===== config.mk =====
export PLATFORM = sky130hd
export DESIGN_NAME = whitespace_token_classifier_core
export DESIGN_NICKNAME = d
export VERILOG_FILES = /design/src/rtl/wtc_pkg.sv /design/src/rtl/wtc_classify.sv /design/src/rtl/whitespace_token_classifier_core.sv
export SDC_FILE = /design/constraint.sdc
export NUM_CORES = 1
export LEC_CHECK = 0
export ABC_AREA = 1
export BUFFER_PORTS_ARGS = -buffer_cell sky130_fd_sc_hd__buf_4
export CAP_MARGIN = 20
export CORE_UTILIZATION = 60
export CTS_CLUSTER_SIZE = 40
export DETAILED_ROUTE_END_ITERATION = 10
export GPL_ROUTABILITY_DRIVEN = 1
export PLACE_DENSITY = 0.87
export SLEW_MARGIN = 20
export SYNTH_ARGS = -nofsm -noshare
export SYNTH_HDL_FRONTEND = slang
export SYNTH_HIERARCHICAL = 1
export SYNTH_SLANG_ARGS = --single-unit

===== constraint.sdc =====
create_clock -name clk -period 3.5 [get_ports clk]
set_input_delay 0.7 -clock clk [delete_from_list [all_inputs] [get_ports clk]]
set_output_delay 0.7 -clock clk [all_outputs]
set_load 0.1 [all_outputs]

===== src/rtl/wtc_pkg.sv =====
// ----------------------------------------------------------------------------
// Whitespace token classifier package
// Shared types, byte codes and keyword tables for the token classifier.
// ----------------------------------------------------------------------------
package wtc_pkg;

  // Token classes as they appear on the result channel.
  typedef enum logic [2:0] {
    TT_IDENT   = 3'd0,
    TT_KEYWORD = 3'd1,
    TT_INTEGER = 3'd2,
    TT_STRING  = 3'd3,
    TT_OPER    = 3'd4,
    TT_PUNCT   = 3'd5,
    TT_UNKNOWN = 3'd6
  } tok_type_t;

  localparam int KW_COUNT = 5;
  localparam int KW_MAXLEN = 6;

  // Byte codes.
  localparam logic [7:0] CH_LF     = 8'h0A;
  localparam logic [7:0] CH_TAB    = 8'h09;
  localparam logic [7:0] CH_VT     = 8'h0B;
  localparam logic [7:0] CH_FF     = 8'h0C;
  localparam logic [7:0] CH_CR     = 8'h0D;
  localparam logic [7:0] CH_SP     = 8'h20;
  localparam logic [7:0] CH_BANG   = 8'h21;
  localparam logic [7:0] CH_QUOTE  = 8'h22;
  localparam logic [7:0] CH_LPAREN = 8'h28;
  localparam logic [7:0] CH_RPAREN = 8'h29;
  localparam logic [7:0] CH_STAR   = 8'h2A;
  localparam logic [7:0] CH_PLUS   = 8'h2B;
  localparam logic [7:0] CH_MINUS  = 8'h2D;
  localparam logic [7:0] CH_SLASH  = 8'h2F;
  localparam logic [7:0] CH_COLON  = 8'h3A;
  localparam logic [7:0] CH_SEMI   = 8'h3B;
  localparam logic [7:0] CH_EQ     = 8'h3D;
  localparam logic [7:0] CH_LBRACE = 8'h7B;
  localparam logic [7:0] CH_RBRACE = 8'h7D;

  // Keyword spellings: fn, let, if, else, return.
  localparam logic [7:0] KW_TEXT [KW_COUNT][KW_MAXLEN] = '{
    '{8'h66, 8'h6E, 8'h00, 8'h00, 8'h00, 8'h00},
    '{8'h6C, 8'h65, 8'h74, 8'h00, 8'h00, 8'h00},
    '{8'h69, 8'h66, 8'h00, 8'h00, 8'h00, 8'h00},
    '{8'h65, 8'h6C, 8'h73, 8'h65, 8'h00, 8'h00},
    '{8'h72, 8'h65, 8'h74, 8'h75, 8'h72, 8'h6E}
  };
  localparam logic [7:0] KW_LEN [KW_COUNT] = '{8'd2, 8'd3, 8'd2, 8'd4, 8'd6};

  // Running description of the token being collected.
  typedef struct packed {
    logic [7:0]          len;
    logic [7:0]          first;
    logic [7:0]          second;
    logic [7:0]          prev;
    logic [KW_COUNT-1:0] kw_alive;
    logic                int_ok;
    logic                id_ok;
  } tok_t;

endpackage


===== src/rtl/wtc_classify.sv =====
// ----------------------------------------------------------------------------
// Token classifier
// Maps a finished token description to its class, in priority order.
// ----------------------------------------------------------------------------
module wtc_classify (
  input  wtc_pkg::tok_t      tok,
  output wtc_pkg::tok_type_t tok_type
);

  logic kw_hit;
  logic one_byte;
  logic two_byte;

  always_comb begin
    kw_hit = 1'b0;
    for (int k = 0; k < wtc_pkg::KW_COUNT; k++) begin
      if (tok.kw_alive[k] && (tok.len == wtc_pkg::KW_LEN[k])) begin
        kw_hit = 1'b1;
      end
    end
  end

  assign one_byte = (tok.len == 8'd1);
  assign two_byte = (tok.len == 8'd2);

  always_comb begin
    if (kw_hit) begin
      tok_type = wtc_pkg::TT_KEYWORD;
    end else if (tok.int_ok && !(one_byte && tok.first == wtc_pkg::CH_MINUS)) begin
      tok_type = wtc_pkg::TT_INTEGER;
    end else if ((tok.len >= 8'd2) && (tok.first == wtc_pkg::CH_QUOTE) &&
                 (tok.prev == wtc_pkg::CH_QUOTE)) begin
      tok_type = wtc_pkg::TT_STRING;
    end else if (tok.id_ok) begin
      tok_type = wtc_pkg::TT_IDENT;
    end else if (one_byte && (tok.first == wtc_pkg::CH_PLUS || tok.first == wtc_pkg::CH_MINUS ||
                              tok.first == wtc_pkg::CH_STAR || tok.first == wtc_pkg::CH_SLASH ||
                              tok.first == wtc_pkg::CH_EQ)) begin
      tok_type = wtc_pkg::TT_OPER;
    end else if (two_byte && (tok.second == wtc_pkg::CH_EQ) &&
                 (tok.first == wtc_pkg::CH_EQ || tok.first == wtc_pkg::CH_BANG)) begin
      tok_type = wtc_pkg::TT_OPER;
    end else if (one_byte && (tok.first == wtc_pkg::CH_LBRACE ||
                              tok.first == wtc_pkg::CH_RBRACE ||
                              tok.first == wtc_pkg::CH_LPAREN ||
                              tok.first == wtc_pkg::CH_RPAREN ||
                              tok.first == wtc_pkg::CH_SEMI ||
                              tok.first == wtc_pkg::CH_COLON)) begin
      tok_type = wtc_pkg::TT_PUNCT;
    end else begin
      tok_type = wtc_pkg::TT_UNKNOWN;
    end
  end

endmodule


===== src/rtl/whitespace_token_classifier_core.sv =====
// ----------------------------------------------------------------------------
// Whitespace token classifier core
// Streaming lexer: splits source bytes into whitespace-separated tokens and
// reports one classified token description per finished token.
// ----------------------------------------------------------------------------
//
//  Channel  Dir  Ports                      Beat contents
//  -------  ---  -------------------------  ---------------------------------
//  in_      in   tvalid tready tdata tlast  one source byte, tlast = end of source
//  out_     out  tvalid tready tdata        one finished token description
//
// The block takes one byte per cycle while out_tready is high. An accepted
// beat lands in an input register; from there the lexer state is updated and
// a finished token is written to the output register. Both registers advance
// together, so the sustained rate is one byte per cycle whenever out_tready is
// high. When out_tready is low the output register holds its beat and the
// input register fills, after which in_tready drops. Reset (rst_n low,
// synchronous) empties both registers and returns the line counter to one; a
// beat with tlast set does the same to the lexer state once it has been
// processed.
//
module whitespace_token_classifier_core (
  input  logic        clk,
  input  logic        rst_n,

  input  logic        in_tvalid,
  output logic        in_tready,
  input  logic [7:0]  in_tdata,    // [7:0] ch
  input  logic        in_tlast,    // last byte of the source

  output logic        out_tvalid,
  input  logic        out_tready,
  output logic [39:0] out_tdata    // [2:0] token_type, [18:3] line_number,
                                   // [26:19] token_index, [34:27] token_length,
                                   // [39:35] zero
);

  // Input register.
  logic       in_vld_r, in_vld_nxt;
  logic [7:0] ch_r;
  logic       last_r;

  // Lexer state.
  logic          in_token_r, in_token_nxt;
  logic          skip_r, skip_nxt;
  logic [15:0]   line_r, line_nxt;
  logic [7:0]    idx_r, idx_nxt;
  wtc_pkg::tok_t tok_r, tok_nxt;

  // Output register.
  logic                out_vld_r, out_vld_nxt;
  wtc_pkg::tok_type_t  out_type_r;
  logic [15:0]         out_line_r;
  logic [7:0]          out_idx_r;
  logic [7:0]          out_len_r;

  logic               adv;
  logic               is_nl;
  logic               is_sep;
  logic               do_add;
  logic               comment;
  logic               emit;
  wtc_pkg::tok_t      tok_base;
  wtc_pkg::tok_t      tok_add;
  wtc_pkg::tok_t      tok_emit;
  wtc_pkg::tok_type_t emit_type;

  // The processing stage moves whenever it holds a byte and the output
  // register is free or being drained this cycle.
  assign adv       = in_vld_r && (!out_vld_r || out_tready);
  assign in_tready = !in_vld_r || adv;

  assign is_nl  = (ch_r == wtc_pkg::CH_LF);
  assign is_sep = (ch_r == wtc_pkg::CH_SP) || (ch_r == wtc_pkg::CH_TAB) ||
                  (ch_r == wtc_pkg::CH_CR) || (ch_r == wtc_pkg::CH_VT) ||
                  (ch_r == wtc_pkg::CH_FF);

  // Token text bytes are ignored while the rest of a comment line is skipped.
  assign do_add = !is_nl && !is_sep && !skip_r;

  // Append the current byte to the running token. A byte that opens a new
  // token starts from a fresh description with every keyword still possible.
  always_comb begin
    logic c_digit;
    logic c_alpha;
    tok_base = tok_r;
    if (!in_token_r) begin
      tok_base          = '0;
      tok_base.kw_alive = '1;
    end
    c_digit = (ch_r >= 8'h30) && (ch_r <= 8'h39);
    c_alpha = ((ch_r >= 8'h61) && (ch_r <= 8'h7A)) ||
              ((ch_r >= 8'h41) && (ch_r <= 8'h5A)) || (ch_r == 8'h5F);
    tok_add = tok_base;
    for (int k = 0; k < wtc_pkg::KW_COUNT; k++) begin
      if (!((tok_base.len < wtc_pkg::KW_LEN[k]) &&
            (wtc_pkg::KW_TEXT[k][tok_base.len[2:0]] == ch_r))) begin
        tok_add.kw_alive[k] = 1'b0;
      end
    end
    if (tok_base.len == 8'd0) begin
      tok_add.first  = ch_r;
      tok_add.int_ok = (ch_r == wtc_pkg::CH_MINUS) || c_digit;
      tok_add.id_ok  = c_alpha;
    end else begin
      if (tok_base.len == 8'd1) begin
        tok_add.second = ch_r;
      end
      tok_add.int_ok = tok_base.int_ok && c_digit;
      tok_add.id_ok  = tok_base.id_ok && (c_alpha || c_digit);
    end
    tok_add.prev = ch_r;
    tok_add.len  = (tok_base.len == 8'hFF) ? tok_base.len : tok_base.len + 8'd1;
  end

  // A second slash right after a leading slash turns the token into a comment.
  assign comment = (tok_base.len == 8'd1) && (tok_base.first == wtc_pkg::CH_SLASH) &&
                   (ch_r == wtc_pkg::CH_SLASH);

  // A separator or newline closes a pending token; a final text byte closes
  // the token it just joined unless that token became a comment.
  assign emit     = (is_nl || is_sep) ? in_token_r : (do_add && last_r && !comment);
  assign tok_emit = (is_nl || is_sep) ? tok_r : tok_add;

  wtc_classify u_classify (
    .tok      (tok_emit),
    .tok_type (emit_type)
  );

  always_comb begin
    in_token_nxt = in_token_r;
    skip_nxt     = skip_r;
    line_nxt     = line_r;
    idx_nxt      = idx_r;
    tok_nxt      = tok_r;
    if (adv) begin
      if (is_nl || is_sep) begin
        in_token_nxt = 1'b0;
      end else if (do_add) begin
        in_token_nxt = !comment;
        tok_nxt      = tok_add;
        if (comment) begin
          skip_nxt = 1'b1;
        end
      end
      if (emit && (idx_r != 8'hFF)) begin
        idx_nxt = idx_r + 8'd1;
      end
      if (is_nl) begin
        skip_nxt = 1'b0;
        idx_nxt  = '0;
        if (line_r != 16'hFFFF) begin
          line_nxt = line_r + 16'd1;
        end
      end
      // End of source: the next byte starts over at line one.
      if (last_r) begin
        in_token_nxt = 1'b0;
        skip_nxt     = 1'b0;
        line_nxt     = 16'd1;
        idx_nxt      = '0;
      end
    end
  end

  always_comb begin
    in_vld_nxt = in_vld_r;
    if (in_tvalid && in_tready) begin
      in_vld_nxt = 1'b1;
    end else if (adv) begin
      in_vld_nxt = 1'b0;
    end
    out_vld_nxt = out_vld_r;
    if (adv) begin
      out_vld_nxt = emit;
    end else if (out_tready) begin
      out_vld_nxt = 1'b0;
    end
  end

  always_ff @(posedge clk) begin
    if (!rst_n) begin
      in_vld_r   <= 1'b0;
      out_vld_r  <= 1'b0;
      in_token_r <= 1'b0;
      skip_r     <= 1'b0;
      line_r     <= 16'd1;
      idx_r      <= '0;
    end else begin
      in_vld_r   <= in_vld_nxt;
      out_vld_r  <= out_vld_nxt;
      in_token_r <= in_token_nxt;
      skip_r     <= skip_nxt;
      line_r     <= line_nxt;
      idx_r      <= idx_nxt;
    end
  end

  // Payload registers carry no reset; they are only read behind a valid flag.
  always_ff @(posedge clk) begin
    if (in_tvalid && in_tready) begin
      ch_r   <= in_tdata;
      last_r <= in_tlast;
    end
    tok_r <= tok_nxt;
    if (adv && emit) begin
      out_type_r <= emit_type;
      out_line_r <= line_r;
      out_idx_r  <= idx_r;
      out_len_r  <= tok_emit.len;
    end
  end

  assign out_tvalid = out_vld_r;
  assign out_tdata  = {5'd0, out_len_r, out_idx_r, out_line_r, out_type_r};

`ifndef SYNTH
  // A comment skip only starts by dropping the token, so both cannot be set.
  a_skip_excl: assert property (@(posedge clk) disable iff (!rst_n)
    !(skip_r && in_token_r))
    else $error("skip and pending token set together");

  // Every reported token holds at least one byte.
  a_len_nonzero: assert property (@(posedge clk) disable iff (!rst_n)
    out_vld_r |-> (out_len_r != 8'd0))
    else $error("token of zero length reported");

  // The end-of-source byte returns the lexer to its start state.
  a_last_restart: assert property (@(posedge clk) disable iff (!rst_n)
    (adv && last_r) |=> (line_r == 16'd1) && (idx_r == 8'd0) && !in_token_r && !skip_r)
    else $error("lexer state not restarted after final byte");

  // A newline clears the comment skip and the per-line token index.
  a_newline: assert property (@(posedge clk) disable iff (!rst_n)
    (adv && is_nl) |=> (idx_r == 8'd0) && !skip_r && !in_token_r)
    else $error("newline did not restart the line");

  // Input stalls only while the input register holds an unprocessed byte.
  a_stall_cause: assert property (@(posedge clk) disable iff (!rst_n)
    !in_tready |-> (in_vld_r && out_vld_r && !out_tready))
    else $error("input stalled without a blocked output");
`endif

endmodule

# == Yosys cells after proc, flatten, opt, wreduce, memory -nomap -nowiden ==
# Memory sizes are Yosys's and may differ from the RTL's.
# Cells that the tools add are included.
# W data, S select, Z words.
# op_classes
addsub,3
n_lt_le_gt_ge,12
eq_ne,40
n_mux,52
bitwise,2
reduce_logical,76
# op_table
op,n
$eq A8 B6 Y1 const B,17
$mux W8,17
$mux W39,2
$mux W16,3
$eq A8 B4 Y1 const B,5
$eq A8 B8 Y1,5
$logic_and A1 B1 Y1,33
$eq A8 B7 Y1 const B,3
$mux W1,23
$logic_or A1 B1 Y1,21
$add A16 B1 Y16 const B,1
$add A8 B1 Y8 const B,2
$eq A8 B1 Y1 const B,2
$eq A8 B2 Y1 const B,2
$eq A8 B3 Y1 const B,2
$ge A8 B7 Y1 const B,2
$le A8 B7 Y1 const B,2
$lt A8 B2 Y1 const B,2
$lt A8 B3 Y1 const B,2
$ne A16 B16 Y1 const B,1
$reduce_bool A3 Y1,4
$mux W2,5
$eq A8 B8 Y1 const B,1
$ge A8 B2 Y1 const B,1
15 further kinds,27
# totals
ff_bits,111
romBits,320
input_bits,13
out_inout_bits,42
elab_cells,210
mem_count,5
# mem_list
name,words,width,rd,rd_clocked_by_memory_dff,wr,line_no,text
(no name shown),8,8,1,0,0,whitespace_token_classifier_core.sv:97,(wtc_pkg::KW_TEXT[k][tok_base.len[2:0]] == ch_r))) begin
(no name shown),8,8,1,0,0,whitespace_token_classifier_core.sv:97,
(no name shown),8,8,1,0,0,whitespace_token_classifier_core.sv:97,
(no name shown),8,8,1,0,0,whitespace_token_classifier_core.sv:97,
(no name shown),8,8,1,0,0,whitespace_token_classifier_core.sv:97,

# == Logic depth before layout (Yosys ltp) ==
# logic_depth
ltp_word,22
ltp_mapped,26
ltp_nobuf,24

# == Cells and area by module ==
# Netlist, hierarchy kept.
# by_module_without_submodules
module,instances,cells_each,area_per_inst_um2,seq_area_each_um2
whitespace_token_classifier_core,1,658,5888.1,3052.9
wtc_classify,1,103,480.5,0.0

# == Worst setup path before layout ==
# No wires, ideal clock.
# synth_timing
kind,register to register
from,register out_vld_r (netlist: out_tvalid)
to,register skip_r
setup_time_ns,0.082
t_arrival_ns,3.035
required_ns,3.418
setup_slack_ns,0.383
path_stages_with_launch,6
path_buffers,0
period_less_slack_ns,3.117
cell_sequence,dfxtp_1 > nand2_1 > nand2_1 > nor3_2 > nand3_1 > a22oi_1
# synth_between
elab_chain_len,4
# synth_lines
element,line_no,text
"start, declared",whitespace_token_classifier_core.sv:51,"logic out_vld_r, out_vld_nxt;"
"start signal, assigned",whitespace_token_classifier_core.sv:191,out_vld_r <= out_vld_nxt;
$logic_not A1 Y1,whitespace_token_classifier_core.sv:70,assign adv = in_vld_r && (!out_vld_r || out_tready);
$logic_or A1 B1 Y1,whitespace_token_classifier_core.sv:70,
$logic_and A1 B1 Y1,whitespace_token_classifier_core.sv:70,
$reduce_and A4 Y1 (no source line),n/a,
"end signal, assigned",whitespace_token_classifier_core.sv:193,skip_r <= skip_nxt;
"end, declared",whitespace_token_classifier_core.sv:45,"logic skip_r, skip_nxt;"
# No other way between the ends.
# A chain may end at the register's enable or synchronous reset.

==> metrics.csv <==
stage,metric,value,unit
clock_tree,cts.clk_slew.worst_paths,110,ps
clock_tree,cts_tree,built,
clock_tree,root_buffer,clkbuf_8,
logic_synthesis,synth_adder_area_share,1.965,%
logic_synthesis,synth-compound-area-share,9.116,%
logic_synthesis,netlist_area,6369,µm²
critical_path,arrival,3280,ps
placed_design,gp_congestion,0.9268,
status,status,completed,
sta,final_hold_viol_count,0,
critical_path,crit_path_start_kind,flop,
layout,final_nets,835,
drt,wl_met1,6192,µm
logic_synthesis,ys_ff_latch,111,
drt,postRouteAntennaNets,0,
run,maxCapViolCount,0,
layout,areaGrowthSynthToFinish,10.63,%
pwr,power.leakage,2.977,nW
floorplanning,core,10320,µm²
critical_path,cp_max_fo,5,
drt,vias,5405,
drt,wl_met2,6842,µm
sta,worst_pin_slew,602.4,ps
sta,worst_hold_slack,478.2,ps
floorplanning,fp-row-count,37,
layout,drive_above_1_share,17.75,%
critical_path,cpMostUsedCell,nand2_1,
clock_tree,htree_num_levels,3,
logic_synthesis,synthFlopType,edfxtp_1,
drt,dr.max_layer_used,met4,
critical_path,critPathKind,reg -> reg,
drt,wl_per_cell,15.08,µm
sta,setup_violations,0,
sta,min_period,3120,ps
placed_design,dp_hpwl,10370,µm
sta,max-slew-margin-rel,59.41,%
clock_tree,cts_sinks,111,
critical_path,cp_slowest_stage_delay,400,ps
clock_tree,insertion_delay,390,ps
global_route,grt_max_degree,41,
hold_path,hp-class,reg -> reg,
critical_path,cpMaxStageDelayCell,edfxtp_1,
logic_synthesis,ys_types,56,
layout,layout.cells.non_filler,953,
logic_synthesis,synthSimpleGateAreaFrac,29.71,%
floorplanning,ioPinCount,55,
sta,clock_skew,14.65,ps
global_route,grtUsageTotal,27.54,%
logic_synthesis,synth-edff-count,83,
critical_path,cp_top_family,simple AND/OR/NAND/NOR gates,
global_route,grt_pass1_wl,23820,µm
placed_design,place_inst,937,
sta,period_share,89.14,%
drt,drt_pass1_iterations,5,
drt,drt-vias-per-instance,5.672,
logic_synthesis,synthArstFlopShare,0,%
sta,setup_tns,0,ps
layout,antennaDiodeCount,0,
pwr,power,2.674,mW
clock_tree,cts_buffers,9,
pwr,powerDensity,379.5,nW/µm²
placed_design,port_buffers,49,
pwr,ir_drop,0.2588,mV
logic_synthesis,synth_xor_area_share,2.750,%
critical_path,critical_path.cell_chain,nand2_1 -> inv_1 -> ha_1 -> inv_1 -> nor3_2 -> nand2_1 -> nor2_2 -> nand3_2 -> inv_2 -> nor2_1 -> xor2_1 -> nand2_1 -> nand2_1 -> nor2_2 -> nand2_2 -> nor3_2 -> nand2_1 -> nand2_1 -> nor2_2 -> nand2_1 -> nand2_1 -> nand2_1 -> nand2_1,
logic_synthesis,syn_inst,761,
global_route,grt_pass1_vias,5108,
critical_path,critPathBufInv,3,
floorplanning,die-area,11030,µm²
sta,clock.fmax,0.3205,GHz
drt,route.met3.wl,970,µm
sta,timing.final.max_slew_violations,0,
critical_path,critPathCaptureType,flop,
drt,wl,14370,µm
logic_synthesis,synth_top_family_by_area,simple AND/OR/NAND/NOR gates,
drt,initialDrtViolationCount,407,
floorplanning,start_util,61.69,%
global_route,overflow,0,
floorplanning,die_x,105.0,µm
logic_synthesis,yosys_warnings,6,
logic_synthesis,synthMuxAreaShare,0,%
floorplanning,die_h,105.0,µm
logic_synthesis,ys_seq_area_share,47.94,%
logic_synthesis,synth_area_per_cell,8.369,µm²
global_route,antenna_found_initial,0,
drt,drc,0,
clock_tree,clock_path_buffers,2,
critical_path,required,3660,ps
-- routing by layer --
| layer | track usage, % | vias up |
|---|---|---|
| met5 | 0 | - |
| li1 | - | 2629 |
| met2 | 44.94 | 227 |
| met3 | 5.115 | 34 |
| met1 | 35.73 | 2515 |
| met4 | 12.47 | 0 |
-- power by group --
part / switching, mW / total, mW / internal (mW) / leakage (nW)
Sequential: 0.0294 / 1.49 / 1.46 / 1.03
Combinational: 0.343 / 0.460 / 0.117 / 1.85
Clock: 0.437 / 0.722 / 0.285 / 0.0943
Total: 0.810 / 2.67 / 1.86 / 2.98
-- cells in the final DEF (no fill, tap or decap), types with 3 or more instances in the layout --
cell,instances
nor3_4,3
nor3_1,14
dfxtp_1,28
nor3_2,6
ha_1,10
nand2_1,198
nor2_2,7
inv_1,76
conb_1,5
nand4_1,14
o21ai_0,34
nor4_1,7
nand2_2,14
clkbuf_8,10
o21ai_1,13
nand3b_1,3
o2111ai_1,4
inv_6,3
inv_2,12
nand3_1,50
xor2_1,19
edfxtp_1,83
nand2_4,4
nor2_1,65
buf_4,60
nand3_2,3
nor2_4,4
o21ai_2,6
a21oi_1,29
-- cell usage after synthesis (2+ instances only) --
cell / number / area share (%)
buf_6: 6 / 1.1
and3_1: 2 / 0.20
buf_2: 8 / 0.63
nor3_1: 14 / 1.1
or2_2: 2 / 0.20
edfxtp_1: 83 / 39
a211oi_1: 2 / 0.24
nand2_1: 199 / 12
nand2_4: 4 / 0.71
nor3_4: 2 / 0.51
dfxtp_1: 28 / 8.8
nor4_1: 7 / 0.69
o21ai_1: 12 / 0.94
ha_1: 10 / 2.0
nand3_1: 51 / 4.0
nand4_1: 14 / 1.4
nand3b_1: 3 / 0.35
o2111ai_1: 4 / 0.55
nor2_4: 4 / 0.71
o21ai_2: 5 / 0.69
buf_4: 8 / 0.94
nand3_2: 2 / 0.31
inv_4: 2 / 0.20
xor2_1: 19 / 2.6
nand2_2: 13 / 1.3
nor2_2: 5 / 0.49
nor3_2: 7 / 1.1
o21ai_0: 36 / 2.8
o22ai_1: 2 / 0.20
inv_1: 77 / 4.5
inv_2: 11 / 0.65
a21oi_1: 29 / 2.3
nor2_1: 67 / 3.9
-- logic make-up (layout without fill, tap and decap cells) --
logic type / Yosys count / after routing
DFF: 111 / 111
and+or+nand+nor: 401 / 401
other: 1 / 5
xor gates and xnor gates: 20 / 20
adders and majority gates: 10 / 10
buffers and inverters: 117 / 169
AOI/OAI and AO/OA: 101 / 101
-- metrics by stage --
step	area (µm²)	setup slack [ps]	util, %
2_1_floorplan	6384	383.0	-
3_3_place_gp	6848	531.1	66.33
3_5_place_dp	6848	302.1	66.33
4_1_cts	7029	208.3	68.09
5_1_grt	7046	-0.1363	68.25
6_report	7046	380.2	68.25
-- layout make-up --
class / instances / area [µm²]
Multi-Input combinational cell: 537 / 2814
Inverter: 92 / 356.6
Clock buffer: 11 / 141.4
Tap cell: 136 / 170.2
Sequential cell: 111 / 3053
Clock inverter: 5 / 40.04
Timing Repair Buffer: 61 / 470.5
Fill cell: 810 / 3278
-- state kept, by name, summed over array words and instances, names as in the netlist --
| register | count |
|---|---|
| out_type_r | 3 |
| out_line_r | 16 |
| skip_r | 1 |
| out_idx_r | 8 |
| line_r | 16 |
| last_r | 1 |
| ch_r | 8 |
| out_len_r | 8 |
| out_tvalid | 1 |
| idx_r | 8 |
| tok_r | 39 |
| in_token_r | 1 |
| in_vld_r | 1 |
-- worst register-to-register path, delay by kind of cell, from the launching register on --
kind,cells,cell delay [ps]
XOR/XNOR,1,160
adder cells (fa/ha/maj),1,210
buffers and inverters,3,320
flip-flops,1,400
AND/OR/NAND/NOR,18,1790
-- worst paths after layout --
path,startpoint,end,slack [ps],cells past startpoint
worst max-delay path,tok_r[31],out_type_r[0],380,23
worst min-delay path,line_r[4],out_line_r[4],480,0
worst max register to register,tok_r[31],out_type_r[0],380,23
worst min register to register,line_r[4],out_line_r[4],480,0
-- what timing repair did --
action,4_1_cts,5_1_grt
buffers inserted,0,0
gates resized for setup,0,8
hold buffers,0,0
endpoints found under the setup margin,0,3
(Power assumes the default switching activity.)
